File: config.mk
export PLATFORM = sky130hd
export DESIGN_NAME = vending_controller
export DESIGN_NICKNAME = d
export VERILOG_FILES = /design/src/sv/vc_pkg.sv /design/src/sv/vending_controller.sv
export VERILOG_INCLUDE_DIRS = /design/src /design/src/sv
export SDC_FILE = /design/constraint.sdc
export NUM_CORES = 1
export LEC_CHECK = 0
export BUFFER_PORTS_ARGS = -buffer_cell sky130_fd_sc_hd__buf_2
export CAP_MARGIN = 20
export CORE_UTILIZATION = 45
export DETAILED_ROUTE_END_ITERATION = 7
export PLACE_DENSITY = 0.63
export SLEW_MARGIN = 0
export SYNTH_ARGS = -nofsm -noshare
export SYNTH_HDL_FRONTEND = slang
export SYNTH_SLANG_ARGS = --single-unit
File: constraint.sdc
create_clock -name clk -period 5.8 [get_ports clk]
set_input_delay 1.45 -clock clk [delete_from_list [all_inputs] [get_ports clk]]
set_output_delay 1.45 -clock clk [all_outputs]
set_load 0.005 [all_outputs]
File: src/sv/vending_controller_defines.svh
// Assertion macros shared by the RTL.
`ifndef VENDING_CONTROLLER_DEFINES_SVH
`define VENDING_CONTROLLER_DEFINES_SVH

`ifndef SYNTHESIS

// Clocked check, held off while reset is asserted.
`define VC_ASSERT(lbl, clk, rst_n, prop) \
	lbl: assert property (@(posedge clk) disable iff (!rst_n) prop) \
		else $error("vending_controller: check failed");

// Clocked check that also holds during reset.
`define VC_ASSERT_ALWAYS(lbl, clk, prop) \
	lbl: assert property (@(posedge clk) prop) \
		else $error("vending_controller: check failed");

`else

`define VC_ASSERT(lbl, clk, rst_n, prop)
`define VC_ASSERT_ALWAYS(lbl, clk, prop)

`endif

`endif

File: src/sv/vc_pkg.sv
package vc_pkg;

	localparam int NUM_SLOTS   = 8;
	localparam int FULL_STOCK  = 50;
	localparam int NUM_PRICES  = 8;
	localparam int TOTAL_FULL  = NUM_SLOTS * FULL_STOCK;

	localparam int CMD_W       = 3;
	localparam int SLOT_W      = 3;
	localparam int AMOUNT_W    = 10;
	localparam int PRICE_W     = 10;
	localparam int STATUS_W    = 3;
	localparam int MODE_W      = 2;
	localparam int STOCK_W     = 6;
	localparam int TOTAL_W     = $clog2(TOTAL_FULL + 1);
	localparam int STOCK_IDX_W = $clog2(NUM_SLOTS);
	localparam int SLOT_EXT_W  = 5;
	localparam int PRICE_IDX_W = $clog2(NUM_PRICES);
	localparam int PADDR_W     = PRICE_IDX_W + 2;
	localparam int PDATA_W     = 32;

	typedef enum logic [CMD_W-1:0] {
		CMD_BUY    = 3'd0,
		CMD_SELECT = 3'd1,
		CMD_PAY    = 3'd2,
		CMD_CANCEL = 3'd3,
		CMD_REFILL = 3'd4
	} cmd_t;

	typedef enum logic [STATUS_W-1:0] {
		ST_ACCEPTED  = 3'd0,
		ST_DISPENSED = 3'd1,
		ST_CANCELLED = 3'd2,
		ST_REFILLED  = 3'd3,
		ST_NOSTOCK   = 3'd4,
		ST_SHORT     = 3'd5,
		ST_INVALID   = 3'd6,
		ST_EMPTY     = 3'd7
	} status_t;

	typedef enum logic [MODE_W-1:0] {
		MODE_IDLE    = 2'd0,
		MODE_CHOOSE  = 2'd1,
		MODE_COLLECT = 2'd2
	} mode_t;

	typedef logic [PRICE_W-1:0] price_t;

	localparam price_t PRICE_RESET [NUM_PRICES] = '{
		10'd30, 10'd30, 10'd50, 10'd20, 10'd20, 10'd30, 10'd25, 10'd30
	};

endpackage

File: src/sv/vending_controller.sv
// vending_controller: one user command in, one result out, per transfer.
// The accepted command is held in the input register (stage 1), then moves
// into the result register, whose output transfer follows; the state
// registers update at the same edge as the result register loads.
// One command per cycle while out_ready keeps the result register draining;
// the stock/total/mode update is a read-modify-write, which sets the rate.
// Reset (arst_n low, asynchronous): mode idle, chosen slot 0, full stock in
// every slot, total at full, prices at their defaults, both stages empty.
`include "vending_controller_defines.svh"

module vending_controller
	import vc_pkg::*;
(
	input  logic                 clk,
	input  logic                 arst_n,

	input  logic                 in_valid,
	output logic                 in_ready,
	input  logic [CMD_W-1:0]     command,
	input  logic [SLOT_W-1:0]    drink_index,
	input  logic [AMOUNT_W-1:0]  amount,

	output logic                 out_valid,
	input  logic                 out_ready,
	output logic [STATUS_W-1:0]  status,
	output logic [MODE_W-1:0]    mode_now,
	output logic [SLOT_W-1:0]    drink_out,
	output logic [PRICE_W-1:0]   change,

	input  logic                 psel,
	input  logic                 penable,
	input  logic                 pwrite,
	input  logic [PADDR_W-1:0]   paddr,
	input  logic [PDATA_W-1:0]   pwdata,
	output logic [PDATA_W-1:0]   prdata,
	output logic                 pready
);

	// ------------------------------------------------------------------
	// Price registers on the APB side. Writes land in the access phase;
	// reads return the addressed price zero-extended.
	// ------------------------------------------------------------------
	price_t                 price_q [NUM_PRICES];
	logic [PRICE_IDX_W-1:0] cfg_idx;
	logic                   cfg_we;

	assign pready  = 1'b1;
	assign cfg_idx = paddr[PADDR_W-1:2];
	assign cfg_we  = psel & penable & pwrite & pready;
	assign prdata  = {{(PDATA_W-PRICE_W){1'b0}}, price_q[cfg_idx]};

	always_ff @(posedge clk or negedge arst_n) begin
		if (!arst_n) begin
			for (int i = 0; i < NUM_PRICES; i++) begin
				price_q[i] <= PRICE_RESET[i];
			end
		end else if (cfg_we) begin
			price_q[cfg_idx] <= pwdata[PRICE_W-1:0];
		end
	end

	// ------------------------------------------------------------------
	// Flow control. Stage 1 holds the accepted command; it advances into
	// the result register whenever that register is empty or being drained.
	// A waiting result blocks a new input transfer only once stage 1 is
	// also occupied.
	// ------------------------------------------------------------------
	logic                valid_s1;
	logic [CMD_W-1:0]    cmd_s1;
	logic [SLOT_W-1:0]   slot_s1;
	logic [AMOUNT_W-1:0] amount_s1;
	logic                out_valid_q;
	logic                advance;

	assign advance  = valid_s1 & (~out_valid_q | out_ready);
	assign in_ready = ~valid_s1 | advance;

	always_ff @(posedge clk or negedge arst_n) begin
		if (!arst_n) begin
			valid_s1 <= 1'b0;
		end else if (in_ready) begin
			valid_s1 <= in_valid;
		end
	end

	// Payload of stage 1: capture on every input transfer, hold otherwise.
	always_ff @(posedge clk) begin
		if (in_valid && in_ready) begin
			cmd_s1    <= command;
			slot_s1   <= drink_index;
			amount_s1 <= amount;
		end
	end

	// ------------------------------------------------------------------
	// Machine state.
	// ------------------------------------------------------------------
	mode_t              mode_q;
	mode_t              mode_d;
	logic [SLOT_W-1:0]  chosen_q;
	logic [STOCK_W-1:0] stock_q [NUM_SLOTS];
	logic [TOTAL_W-1:0] total_q;

	// Stock is read at one place: the chosen slot while collecting, the
	// requested slot otherwise. Slots past the end read as empty.
	logic [SLOT_EXT_W-1:0]  sel_ext;
	logic [SLOT_EXT_W-1:0]  chosen_ext;
	logic [SLOT_EXT_W-1:0]  rd_ext;
	logic                   sel_in_range;
	logic                   rd_in_range;
	logic [STOCK_IDX_W-1:0] rd_idx;
	logic [STOCK_W-1:0]     rd_stock;
	logic                   rd_stock_nz;
	logic                   total_nz;
	price_t                 cur_price;
	logic                   pay_ok;

	assign sel_ext      = {{(SLOT_EXT_W-SLOT_W){1'b0}}, slot_s1};
	assign chosen_ext   = {{(SLOT_EXT_W-SLOT_W){1'b0}}, chosen_q};
	assign sel_in_range = (sel_ext < SLOT_EXT_W'(NUM_SLOTS));
	assign rd_ext       = (mode_q == MODE_COLLECT) ? chosen_ext : sel_ext;
	assign rd_in_range  = (rd_ext < SLOT_EXT_W'(NUM_SLOTS));
	assign rd_idx       = rd_ext[STOCK_IDX_W-1:0];
	assign rd_stock     = rd_in_range ? stock_q[rd_idx] : '0;
	assign rd_stock_nz  = (rd_stock != '0);
	assign total_nz     = (total_q != '0);
	assign cur_price    = price_q[chosen_q[PRICE_IDX_W-1:0]];
	assign pay_ok       = (amount_s1 >= cur_price);

	// Next mode.
	always_comb begin
		mode_d = mode_q;
		case (mode_q)
			MODE_CHOOSE: begin
				if (cmd_s1 == CMD_CANCEL) begin
					mode_d = MODE_IDLE;
				end else if (cmd_s1 == CMD_SELECT && sel_in_range && rd_stock_nz) begin
					mode_d = MODE_COLLECT;
				end
			end
			MODE_COLLECT: begin
				if (cmd_s1 == CMD_CANCEL) begin
					mode_d = MODE_IDLE;
				end else if (cmd_s1 == CMD_PAY && pay_ok) begin
					mode_d = MODE_IDLE;
				end
			end
			default: begin
				// Idle, and the unused code, which behaves as idle.
				mode_d = (total_nz && cmd_s1 == CMD_BUY) ? MODE_CHOOSE : MODE_IDLE;
			end
		endcase
	end

	// Result fields and counter actions.
	status_t            status_d;
	logic [SLOT_W-1:0]  drink_d;
	logic [PRICE_W-1:0] change_d;
	logic               dispense;
	logic               refill;
	logic               chosen_we;

	always_comb begin
		status_d  = ST_INVALID;
		drink_d   = '0;
		change_d  = '0;
		dispense  = 1'b0;
		refill    = 1'b0;
		chosen_we = 1'b0;
		case (mode_q)
			MODE_CHOOSE: begin
				if (cmd_s1 == CMD_CANCEL) begin
					status_d = ST_CANCELLED;
				end else if (cmd_s1 == CMD_SELECT && sel_in_range) begin
					drink_d = slot_s1;
					if (rd_stock_nz) begin
						status_d  = ST_ACCEPTED;
						chosen_we = 1'b1;
					end else begin
						status_d = ST_NOSTOCK;
					end
				end
			end
			MODE_COLLECT: begin
				if (cmd_s1 == CMD_CANCEL) begin
					status_d = ST_CANCELLED;
				end else if (cmd_s1 == CMD_PAY) begin
					drink_d = chosen_q;
					if (pay_ok) begin
						status_d = ST_DISPENSED;
						change_d = amount_s1 - cur_price;
						dispense = 1'b1;
					end else begin
						status_d = ST_SHORT;
					end
				end
			end
			default: begin
				if (!total_nz) begin
					if (cmd_s1 == CMD_REFILL) begin
						status_d = ST_REFILLED;
						refill   = 1'b1;
					end else begin
						status_d = ST_EMPTY;
					end
				end else if (cmd_s1 == CMD_BUY) begin
					status_d = ST_ACCEPTED;
				end
			end
		endcase
	end

	// Commit state on each advance. A dispense clears the chosen slot and
	// lowers both counters, each saturating at zero.
	always_ff @(posedge clk or negedge arst_n) begin
		if (!arst_n) begin
			mode_q   <= MODE_IDLE;
			chosen_q <= '0;
			total_q  <= TOTAL_W'(TOTAL_FULL);
			for (int i = 0; i < NUM_SLOTS; i++) begin
				stock_q[i] <= STOCK_W'(FULL_STOCK);
			end
		end else if (advance) begin
			mode_q <= mode_d;
			if (chosen_we) begin
				chosen_q <= slot_s1;
			end else if (dispense) begin
				chosen_q <= '0;
			end
			if (refill) begin
				total_q <= TOTAL_W'(TOTAL_FULL);
				for (int i = 0; i < NUM_SLOTS; i++) begin
					stock_q[i] <= STOCK_W'(FULL_STOCK);
				end
			end else if (dispense) begin
				if (total_nz) begin
					total_q <= total_q - 1'b1;
				end
				if (rd_in_range && rd_stock_nz) begin
					stock_q[rd_idx] <= rd_stock - 1'b1;
				end
			end
		end
	end

	// ------------------------------------------------------------------
	// Result register: load on advance, drop valid once the transfer
	// completes, hold while the consumer stalls.
	// ------------------------------------------------------------------
	logic [STATUS_W-1:0] status_q;
	logic [MODE_W-1:0]   mode_now_q;
	logic [SLOT_W-1:0]   drink_q;
	logic [PRICE_W-1:0]  change_q;

	always_ff @(posedge clk or negedge arst_n) begin
		if (!arst_n) begin
			out_valid_q <= 1'b0;
		end else if (advance) begin
			out_valid_q <= 1'b1;
		end else if (out_ready) begin
			out_valid_q <= 1'b0;
		end
	end

	always_ff @(posedge clk) begin
		if (advance) begin
			status_q   <= status_d;
			mode_now_q <= mode_d;
			drink_q    <= drink_d;
			change_q   <= change_d;
		end
	end

	assign out_valid = out_valid_q;
	assign status    = status_q;
	assign mode_now  = mode_now_q;
	assign drink_out = drink_q;
	assign change    = change_q;

	// ------------------------------------------------------------------
	// Checks.
	// ------------------------------------------------------------------
	logic [NUM_SLOTS-1:0] stock_nz_vec;

	always_comb begin
		for (int i = 0; i < NUM_SLOTS; i++) begin
			stock_nz_vec[i] = (stock_q[i] != '0);
		end
	end

	// The total counts what is left in the slots, so zero total means no stock.
	`VC_ASSERT(a_empty_means_no_stock, clk, arst_n, (total_q == '0) |-> (stock_nz_vec == '0))

	// Collecting is entered only for a slot with stock, and nothing drains it there.
	`VC_ASSERT(a_collect_has_stock, clk, arst_n, (mode_q == MODE_COLLECT) |-> rd_stock_nz)

	// A waiting refill result blocks further updates, so the total stays full.
	`VC_ASSERT(a_refill_full, clk, arst_n, (out_valid_q && status_q == ST_REFILLED) |-> (total_q == TOTAL_W'(TOTAL_FULL)))

endmodule
# --- After elaboration in Yosys (flattened, before gate mapping) ---
# Index checks and enable logic that the tools add are counted.
op_classes:
  addsub: 3
  n_mul: 0
  div: 0
  order_cmp: 8
  n_eq_ne: 6
  shifts: 0
  mux: 59
  bitwise: 13
  n_reduce_logical: 21
ops:
  columns: ["op", "count"]
  rows:
  - ["48-bit two-way mux", 3]
  - ["80-bit bitwise mux", 1]
  - ["10-bit binary-select mux with 3-bit select", 2]
  - ["10-bit two-way mux", 5]
  - ["48-bit bitwise mux", 1]
  - ["3-bit two-way mux", 16]
  - ["10-bit demux with 3-bit select", 1]
  - ["9-bit two-way mux", 3]
  - ["6-bit two-way mux", 4]
  - ["6-bit binary-select mux with 3-bit select", 1]
  - ["6-bit demux with 3-bit select", 1]
  - ["1-bit two-way mux", 14]
  - ["4-bit greater-or-equal comparator (second input constant)", 3]
  - ["3-bit NOT with 4-bit output", 3]
  - ["3-bit one-hot mux with 2 select lines", 2]
  - ["10-bit greater-or-equal comparator", 1]
  - ["2-bit nonzero test", 5]
  - ["10-bit subtractor", 1]
  - ["9-bit nonzero test", 1]
  - ["9-bit by 1-bit subtractor with 9-bit output (second input constant)", 1]
  - ["1-bit logical AND", 8]
  - ["3-bit by 4-bit < comparator with 1-bit output (second input constant)", 2]
  - ["4-bit by 1-bit < comparator with 1-bit output (second input constant)", 2]
  - ["2-bit two-way mux", 4]
  - ["other kinds (16)", 25]
totals:
  regBits: 178
  latchBits: 0
  ramBits: 0
  mem_bits_ro: 0
  input_bits: 60
  output_inout_bits: 53
  n_memories: 0

# --- Depth between registers and ports, before layout ---
# Gate-level depths: netlist of run 1.
logic_depth:
  ltp_word: 14
  depth_mapped: 15
  depth_no_buf: 12

# --- Worst setup path after synthesis of run 1 ---
# No wires, ideal clock.
synth_path:
  path_kind: "register to register"
  startpoint: "register chosen_q[0]"
  endpoint: "register total_q[5]"
  setup_ns: 0.125
  arrival_time_ns: 4.408
  path_slack_ns: 1.268
  path_stages_with_launch: 15
  path_buffers: 2
  synth_period_minus_slack_ns: 4.532
  cell_sequence: "dfrtp_1 > clkbuf_1 > buf_1 > mux4_2 > mux2_2 > ha_1 > fa_1 > nor2b_1 > o21ai_0 > a31oi_1 > o22ai_1 > o41a_2 > or3_4 > nor4_1 > mux2_2"
synth_via:
  elab_chain_cells: 11
synth_lines:
  columns: ["element", "line_no", "rtl"]
  rows:
  - ["from (decl)", "vending_controller.sv:100", "logic [SLOT_W-1:0] chosen_q;"]
  - ["from (signal assigned)", "vending_controller.sv:226", "chosen_q <= slot_s1;"]
  - ["3-bit NOT with 4-bit output (not written as such)", "vending_controller.sv:127", "assign cur_price = price_q[chosen_q[PRICE_IDX_W-1:0]];"]
  - ["10-bit binary-select mux with 3-bit select", "vending_controller.sv:127", null]
  - ["10-bit two-way mux (not written as such) (2 in series)", "vending_controller.sv:127", null]
  - ["10-bit greater-or-equal comparator", "vending_controller.sv:128", "assign pay_ok = (amount_s1 >= cur_price);"]
  - ["1-bit two-way mux", "vending_controller.sv:189", "if (pay_ok) begin"]
  - ["1-bit two-way mux", "vending_controller.sv:187", "end else if (cmd_s1 == CMD_PAY) begin"]
  - ["1-bit two-way mux", "vending_controller.sv:185", "if (cmd_s1 == CMD_CANCEL) begin"]
  - ["1-bit two-way mux", "vending_controller.sv:170", "case (mode_q)"]
  - ["2-bit nonzero test (no source line)", null, null]
  - ["3-bit AND reduction (no source line)", null, null]
  - ["to (signal assigned)", "vending_controller.sv:219", "total_q <= TOTAL_W'(TOTAL_FULL);"]
  - ["to (signal assigned)", "vending_controller.sv:231", "total_q <= TOTAL_W'(TOTAL_FULL);"]
  - ["to (signal assigned)", "vending_controller.sv:237", "total_q <= total_q - 1'b1;"]
  - ["to (decl)", "vending_controller.sv:102", "logic [TOTAL_W-1:0] total_q;"]
# Every way passes these cells. The select of a mux whose other input is x is not followed.
# A chain may end at the register's enable or synchronous reset.

# --- Worst setup path after layout of run 1 ---
layout_path:
  startpoint: "register chosen_q[0]"
  endpoint: "register stock_q[7] (netlist bit)"
layout_via:
  elab_chain_cells: 11
  word_cells_on_any_way: 31
  classes_between: "1 x add/sub; 4 x order compare; 18 x mux; 2 x bitwise; 6 x reduce/logical"
layout_lines:
  columns: ["element", "line_no", "rtl"]
  rows:
  - ["3-bit NOT with 4-bit output (not written as such) or 3-bit two-way mux (tied branches)", "vending_controller.sv:127, vending_controller.sv:121", null]
  - ["10-bit binary-select mux with 3-bit select or 3-bit NOT with 4-bit output (tied branches)", "vending_controller.sv:127, vending_controller.sv:124, vending_controller.sv:240", null]
  - ["10-bit two-way mux (not written as such) or 6-bit binary-select mux with 3-bit select (tied branches)", "vending_controller.sv:127, vending_controller.sv:124", null]
  - ["10-bit two-way mux (not written as such) or 6-bit two-way mux (tied branches)", "vending_controller.sv:127, vending_controller.sv:124", null]
  - ["10-bit greater-or-equal comparator or 6-bit two-way mux (tied branches)", "vending_controller.sv:128, vending_controller.sv:124", null]
  - ["1-bit two-way mux or 6-bit two-way mux (tied branches)", "vending_controller.sv:189, vending_controller.sv:124", null]
  - ["1-bit two-way mux or 6-bit by 1-bit subtractor with 6-bit output (tied branches)", "vending_controller.sv:187, vending_controller.sv:240", null]
  - ["1-bit two-way mux or 48-bit bitwise mux (tied branches)", "vending_controller.sv:185, vending_controller.sv:240", null]
  - ["1-bit two-way mux or 48-bit two-way mux (tied branches)", "vending_controller.sv:170, vending_controller.sv:239", null]
  - ["2-bit nonzero test (no source line) or 48-bit two-way mux (tied branches)", null, null]
  - ["3-bit AND reduction (no source line) or 48-bit two-way mux (tied branches)", null, null]
  - ["to (signal, indexed assignment)", "vending_controller.sv:221", "stock_q[i] <= STOCK_W'(FULL_STOCK);"]
  - ["to (signal, indexed assignment)", "vending_controller.sv:233", "stock_q[i] <= STOCK_W'(FULL_STOCK);"]
  - ["to (signal, indexed assignment)", "vending_controller.sv:240", "stock_q[rd_idx] <= rd_stock - 1'b1;"]
  - ["to (decl)", "vending_controller.sv:101", "logic [STOCK_W-1:0] stock_q [NUM_SLOTS];"]
# Several ways; a longest one is shown, not always the timed one. The select of a mux whose other input is x is not followed.

==> flow_summary.ini, run 1 <==
[finish]
synthToLayoutAreaGrowth_pct = 11.9
fin_nets = 912
drive_above_1_share_pct = 39.5
fin_util_pct = 52.1

[logic_synthesis]
yosysWarnings = 0
ys_seq_area_share_pct = 49.2
syn_area_sq_um = 9530
synthArstFlopShare_pct = 80.9
ys.flop_type = dfrtp_1
synth_seq_cells = 178
synth_cell_types = 74
synth_edf_count = 34
syn-mean-instance-area_sq_um = 12.4
synthesis.instances = 770

[timing]
slew_headroom_pct = 35.2
maxSlewViolCount = 0
rsz0062_at_grt = no
setup_viol = 0
max_freq_ghz = 0.212
tns_ns = 0
final_hold_viol_count = 0
period_minus_slack_ns = 4.72
tightest_slew_ns = 0.972
post-route-period-util_pct = 81.5
finClkSkew_ns = 0.0161

[grt]
grt_start_max_net_pins = 98
grt_overflow = 0
grt_use_total_pct = 21.6
use_met1_pct = 30.0
grt_first_pass_wirelength_um = 36500
grt_util_met2_pct = 33.4
use_met3_pct = 5.52
antenna_found_initial = 1
grt-busiest-layer = met2
grt_pass1_vias = 6747

[clock_network]
post_cts_buffers = 0
clk_path_buf_depth = 2
cts_tree = built
holdBufCountCts = 0
clkTransAtPathRegs_ns = 0.07
cts_buffers = 17
htreeDepth = 4
cts-resized-gates = 0
clock_sinks = 178
insertion_delay_ns = 0.44
cts_root_buf = clkbuf_16

[critical_path]
worst_setup_path_start_kind = flip-flop
cp.arrival_ns = 5.08
critical_path_class = flip-flop to flip-flop
path_max_fanout = 13
cp_num_buf_inv = 2
cp_cell_sequence = buf_4 -> mux4_2 -> mux2i_1 -> ha_1 -> a21oi_1 -> o21ai_0 -> or3_1 -> o21bai_1 -> buf_4 -> nor3_1 -> a21o_1 -> mux2_2
cp_slowest_cell = dfrtp_1
slowest_delay_ns = 0.83
critical_path.endpoint_type = flip-flop
required_ns = 6.16
worst_path_dominant_cell_family = multiplexers
cpMostUsedCell = buf_4

[pwr]
clock_power_share_pct = 27.8
total_power_mw = 4.11
intPower_mw = 2.75
p_sw_mw = 1.36
combinationalPowerShare_pct = 28.0
p_leak_nw = 4.48
p_sw_share_pct = 33.0
p_per_area_nw_per_um2 = 385
ir_worst_vdd_uv = 184
p_seq_share_pct = 44.3

[placed_design]
globalplace.congestion = 0.864
hpwl_um = 15600
io_buffers = 65

[die]
die_x_um = 148
floorplan.initialDensity_pct = 46.5
design.die.area_sq_um = 21800
core-area_sq_um = 20500
die_h_um = 148
fp-row-count = 52
io_pins = 113

[detailed_routing]
drc = 0
vias = 6658
drt_iter0_markers = 393
dr.pass1.iters = 5
wire_per_inst_um = 20.1
ant_nets = 0
vias_per_cell = 5.94
wl_um = 22500

[worst_hold_path]
hold_class = flip-flop to flip-flop

[flow_run]
maxCapViolCount = 0

[run_status]
status = finished clean
-- cell usage after synthesis, types with 12 or more instances --
library cell  number  area (sq um)
mux2_2           121          1360
dfrtp_1           91          2280
dfstp_2           53          1390
nand2_1           44           165
nor2_1            41           154
a21oi_1           34           170
edfxtp_1          34          1020
buf_4             27           203
mux4_2            27           608
inv_1             26          97.6
mux2i_1           25           250
o21ai_0           19          95.1
o2bb2ai_1         17           149
nor3_1            16          80.1
ha_1              14           175
clkbuf_1          12          45.0
o22ai_1           12          75.1
-- power by group through the flow --
stage / sequential (mW) / clock, mW / combinational (mW)
finish: 1.82 / 1.14 / 1.15
global route: 1.86 / 1.22 / 1.26
CTS: 1.82 / 1.16 / 1.15
detailed placement: 1.84 / 0 / 1.14
global placement: 1.81 / 0 / 1.11
floorplan: 1.73 / 0 / 0.929
-- state kept, by name (all words and copies together) (netlist names), 9 cells and up --
signal / cells
amount_s1: 10
price_q: 80
stock_q: 48
change: 10
total_q: 9
-- cell type report --
| type | instances | area [sq um] |
|---|---|---|
| repair buffers | 82 | 459 |
| fillers | 1764 | 9830 |
| diodes | 1 | 2.50 |
| flip-flops and latches | 178 | 4690 |
| clock inverters | 15 | 158 |
| multi-input cells | 532 | 4500 |
| inverters | 26 | 97.6 |
| well taps | 270 | 338 |
| clock buffers | 17 | 425 |
-- per-stage QoR --
stage          cell area (sq um)  worst slack, ns  hold WS (ns)  cells
2_1_floorplan               9610             1.27         0.451    791
3_3_place_gp               10100             1.14         0.472   1086
3_5_place_dp               10100             1.09         0.475   1087
4_1_cts                    10700             1.08         0.495   1119
5_1_grt                    10700            0.754         0.504   1120
6_report                   10700             1.08         0.489   1121
-- worst paths after layout --
kind                             start  slack (ns)  cells after the start     endpoint
min in group asynchronous       arst_n        1.11                      1     valid_s1
max in group asynchronous       arst_n        3.51                      2  price_q[56]
max reg2reg                chosen_q[0]        1.08                     12   stock_q[7]
min                        stock_q[24]        0.49                      1  stock_q[24]
max                        chosen_q[0]        1.08                     12   stock_q[7]
min reg2reg                stock_q[24]        0.49                      1  stock_q[24]
-- kinds of logic (layout without fill, tap and decap cells) --
family,after synthesis,count (layout),synth area share (%)
multiplexers,174,174,23.4
adder cells (fa/ha/maj),15,15,2.05
flip-flops,178,178,49.2
AO/OA/AOI/OAI,143,143,10.6
AND/OR/NAND/NOR,165,165,9.12
other,2,24,0.0788
XOR/XNOR,12,12,1.10
buffers and inverters,81,140,4.44
-- cells in the final DEF, fill, tap and decap left out, types with 26 or more instances in the layout --
| master | count |
|---|---|
| mux2_2 | 121 |
| edfxtp_1 | 34 |
| nor2_1 | 41 |
| dfstp_2 | 53 |
| dfrtp_1 | 91 |
| nand2_1 | 44 |
| a21oi_1 | 34 |
| buf_2 | 64 |
| mux4_2 | 27 |
| inv_1 | 26 |
-- routing by layer --
layer,share of wire [%],wire length [um]
met4,1.3,289
met1,45,10200
met2,46,10500
met3,6.9,1560
met5,0,0
-- worst reg2reg max path: stages, from the launching register on --
cell      delay [ns]
dfrtp_1         0.83
buf_4           0.41
mux4_2          0.56
mux2i_1         0.39
ha_1            0.38
a21oi_1         0.17
o21ai_0         0.14
or3_1           0.35
o21bai_1        0.48
buf_4           0.27
nor3_1          0.08
a21o_1          0.28
mux2_2          0.29
Power figures use the tool's default switching activity.
==> run 2: changes to the inputs <==
- ABC_AREA: default -> 1
- PLACE_DENSITY: 0.63 -> 0.66
- clock period: 5.8 -> 3.9 ns (I/O delays scaled with it)
==> flow_summary.ini, run 2 <==
[finish]
largest_register = price_q
fin_util_pct = 52.8
final_cell_mix = 364 x nand2_1, 158 x o21ai_0, 133 x inv_1
drive_above_1_share_pct = 16.0
reg.largest.list = price_q (80), stock_q (48)
largest_reg_flops = 80
final_common_cell = nand2_1
fillers = 1927
synthToLayoutAreaGrowth_pct = 14.0
fin_nets = 1362

[logic_synthesis]
muxShareOfSynthArea_pct = 0
synth_common_cells = 365 x nand2_1, 160 x o21ai_0, 133 x inv_1, 91 x dfrtp_1, 85 x nor2_1
syn-mean-instance-area_sq_um = 7.84
yosys.area.top_type_share_pct = 24.0
synthesis.instances = 1208
synth_cell_types = 36
syn_area_sq_um = 9470
synth_area_leaders = dfrtp_1 24%, dfstp_2 15%, nand2_1 14%, edfxtp_1 11%, o21ai_0 8.5%
synth_edf_count = 34
synth-simple-area-share_pct = 23.0
synth_compound_area_share_pct = 15.1
synth_area_leader_cell = dfrtp_1
synth_top_family_by_area = simple AND/OR/NAND/NOR gates
yosysWarnings = 0
yosys.area_share.xor_xnor_pct = 0.925
ys.flop_type = dfrtp_1
synth_seq_cells = 178
synthArstFlopShare_pct = 80.9
ys_seq_area_share_pct = 49.5
synthAdderAreaFrac_pct = 2.06
synth.most_common_cell = nand2_1

[detailed_routing]
vias = 8253
vias_per_cell = 5.25
dr.pass1.iters = 5
ant_nets = 0
drt_iter0_markers = 584
wire_per_inst_um = 15.6
wl_um = 24500
drc = 0

[timing]
tightest_slew_ns = 0.830
rsz0062_at_grt = no
setup_viol = 0
post-route-period-util_pct = 93.5
finClkSkew_ns = 0.00882
tns_ns = 0
period_minus_slack_ns = 3.65
max_freq_ghz = 0.274
slew_headroom_pct = 44.5
finalWorstSetupSlack_ns = 0.253
whs_ns = 0.465
maxSlewViolCount = 0
final_hold_viol_count = 0

[pwr]
ir_worst_vdd_uv = 300
p_sw_mw = 1.73
combinationalPowerShare_pct = 25.0
intPower_mw = 3.57
total_power_mw = 5.30
p_seq_share_pct = 43.3
p_per_area_nw_per_um2 = 491
p_leak_nw = 5.19
clock_power_share_pct = 31.7
p_sw_share_pct = 32.6

[placed_design]
post-place-ws_ns = 0.107
hpwl_um = 17000
io_buffers = 65
globalplace.congestion = 0.917

[die]
die_x_um = 147
io_pins = 113
design.die.area_sq_um = 21600
fp-row-count = 52
floorplan.initialDensity_pct = 46.3
die_h_um = 147
core-area_sq_um = 20400

[grt]
grt_pass1_vias = 7405
grt_overflow = 0
grt_use_total_pct = 23.4
grt_first_pass_wirelength_um = 39000
grt_start_max_net_pins = 82
antenna_found_initial = 1

[critical_path]
critical_path.endpoint_type = flip-flop
required_ns = 4.21
path_max_fanout = 16
worst_setup_path_start_kind = flip-flop
critical_path_class = flip-flop to flip-flop
cp.arrival_ns = 3.96

[flow_run]
maxCapViolCount = 0

[clock_network]
insertion_delay_ns = 0.44
clk_path_buf_depth = 2
htreeDepth = 4
post_cts_buffers = 0
clkTransAtPathRegs_ns = 0.07
clock_sinks = 178
cts_tree = built
cts_root_buf = clkbuf_16
holdBufCountCts = 0
cts_buffers = 17
cts-resized-gates = 0

[worst_hold_path]
hold_class = flip-flop to flip-flop

[run_status]
status = finished clean
## run 2: changes by cell type in the layout (fill, tap and decap cells not counted), moves of 7 or more
cell       change
nand2_1      +320
o21ai_0      +139
mux2_2       -121
inv_1        +107
nand3_1       +48
nor2_1        +39
mux4_2        -27
mux2i_1       -25
buf_4         +22
o2bb2ai_1     -12
a21oi_1       +11
a21o_1         -9
o211ai_1       +7
## run 2: path summary, 6_finish.rpt
kind | from | endpoint | slack, ns | cells past startpoint
worst max-delay path | chosen_q[0] | stock_q[42] | 0.25 | 20
worst min register to register | stock_q[47] | stock_q[47] | 0.46 | 2
worst max register to register | chosen_q[0] | stock_q[42] | 0.25 | 20
worst min-delay path | stock_q[47] | stock_q[47] | 0.46 | 2
min in group asynchronous | arst_n | price_q[52] | 0.56 | 1
max in group asynchronous | arst_n | stock_q[25] | 2.44 | 2
## run 2: worst max-delay path: stages, from the launching register on
cell,delay (ns)
dfrtp_1,0.45
buf_4,0.24
o21ai_0,0.11
o21ai_0,0.19
a21oi_1,0.09
a31oi_2,0.30
ha_1,0.28
fa_1,0.22
inv_1,0.05
nand3_1,0.05
nand2_1,0.08
nand2_1,0.08
nand3_1,0.10
nor2_1,0.12
o21ai_1,0.08
nand2_1,0.16
nor2_4,0.08
a21oi_4,0.30
clkinv_2,0.30
nand3_1,0.13
o21ai_0,0.10
## run 2: power by group through the flow
stage	clock, mW	sequential, mW	combinational (mW)
final	1.68	2.29	1.32
after CTS	1.71	2.29	1.30
after global routing	1.78	2.32	1.49
after global placement	0	2.32	1.28
after detailed placement	0	2.32	1.30
after floorplan	0	2.28	0.884
## run 2: cells by family (layout without fill, tap and decap cells)
kind of cell / after synthesis / after routing
XOR/XNOR: 10 / 10
flip-flops: 178 / 178
AO/OA/AOI/OAI: 256 / 257
AND/OR/NAND/NOR: 542 / 542
buffers and inverters: 205 / 275
other: 2 / 24
adder cells (fa/ha/maj): 15 / 15
## run 2: final cells by class
| type | instances | area (sq um) | share of cell area (%) |
|---|---|---|---|
| well taps | 270 | 338 | 3.13 |
| clock inverters | 12 | 135 | 1.25 |
| repair buffers | 105 | 636 | 5.89 |
| inverters | 138 | 522 | 4.83 |
| clock buffers | 20 | 437 | 4.05 |
| flip-flops and latches | 178 | 4690 | 43.5 |
| diodes | 1 | 2.50 | 0.0232 |
| multi-input cells | 847 | 4030 | 37.4 |
## run 2: layer usage
metal  global-route usage [%]  up-vias  share of wire, %
li1                         -     4067                 -
met1                     34.1     3846                47
met2                     35.6      304                45
met3                     3.79       36               6.5
met4                     7.27        0               1.7
met5                        0        -                 0
## run 2: stage by stage
| stage | std cells | cell area, sq um |
|---|---|---|
| 3_5_place_dp | 1537 | 10200 |
| 2_1_floorplan | 1229 | 9550 |
| 6_report | 1571 | 10800 |
| 4_1_cts | 1569 | 10700 |
| 3_3_place_gp | 1537 | 10200 |
| 5_1_grt | 1570 | 10800 |
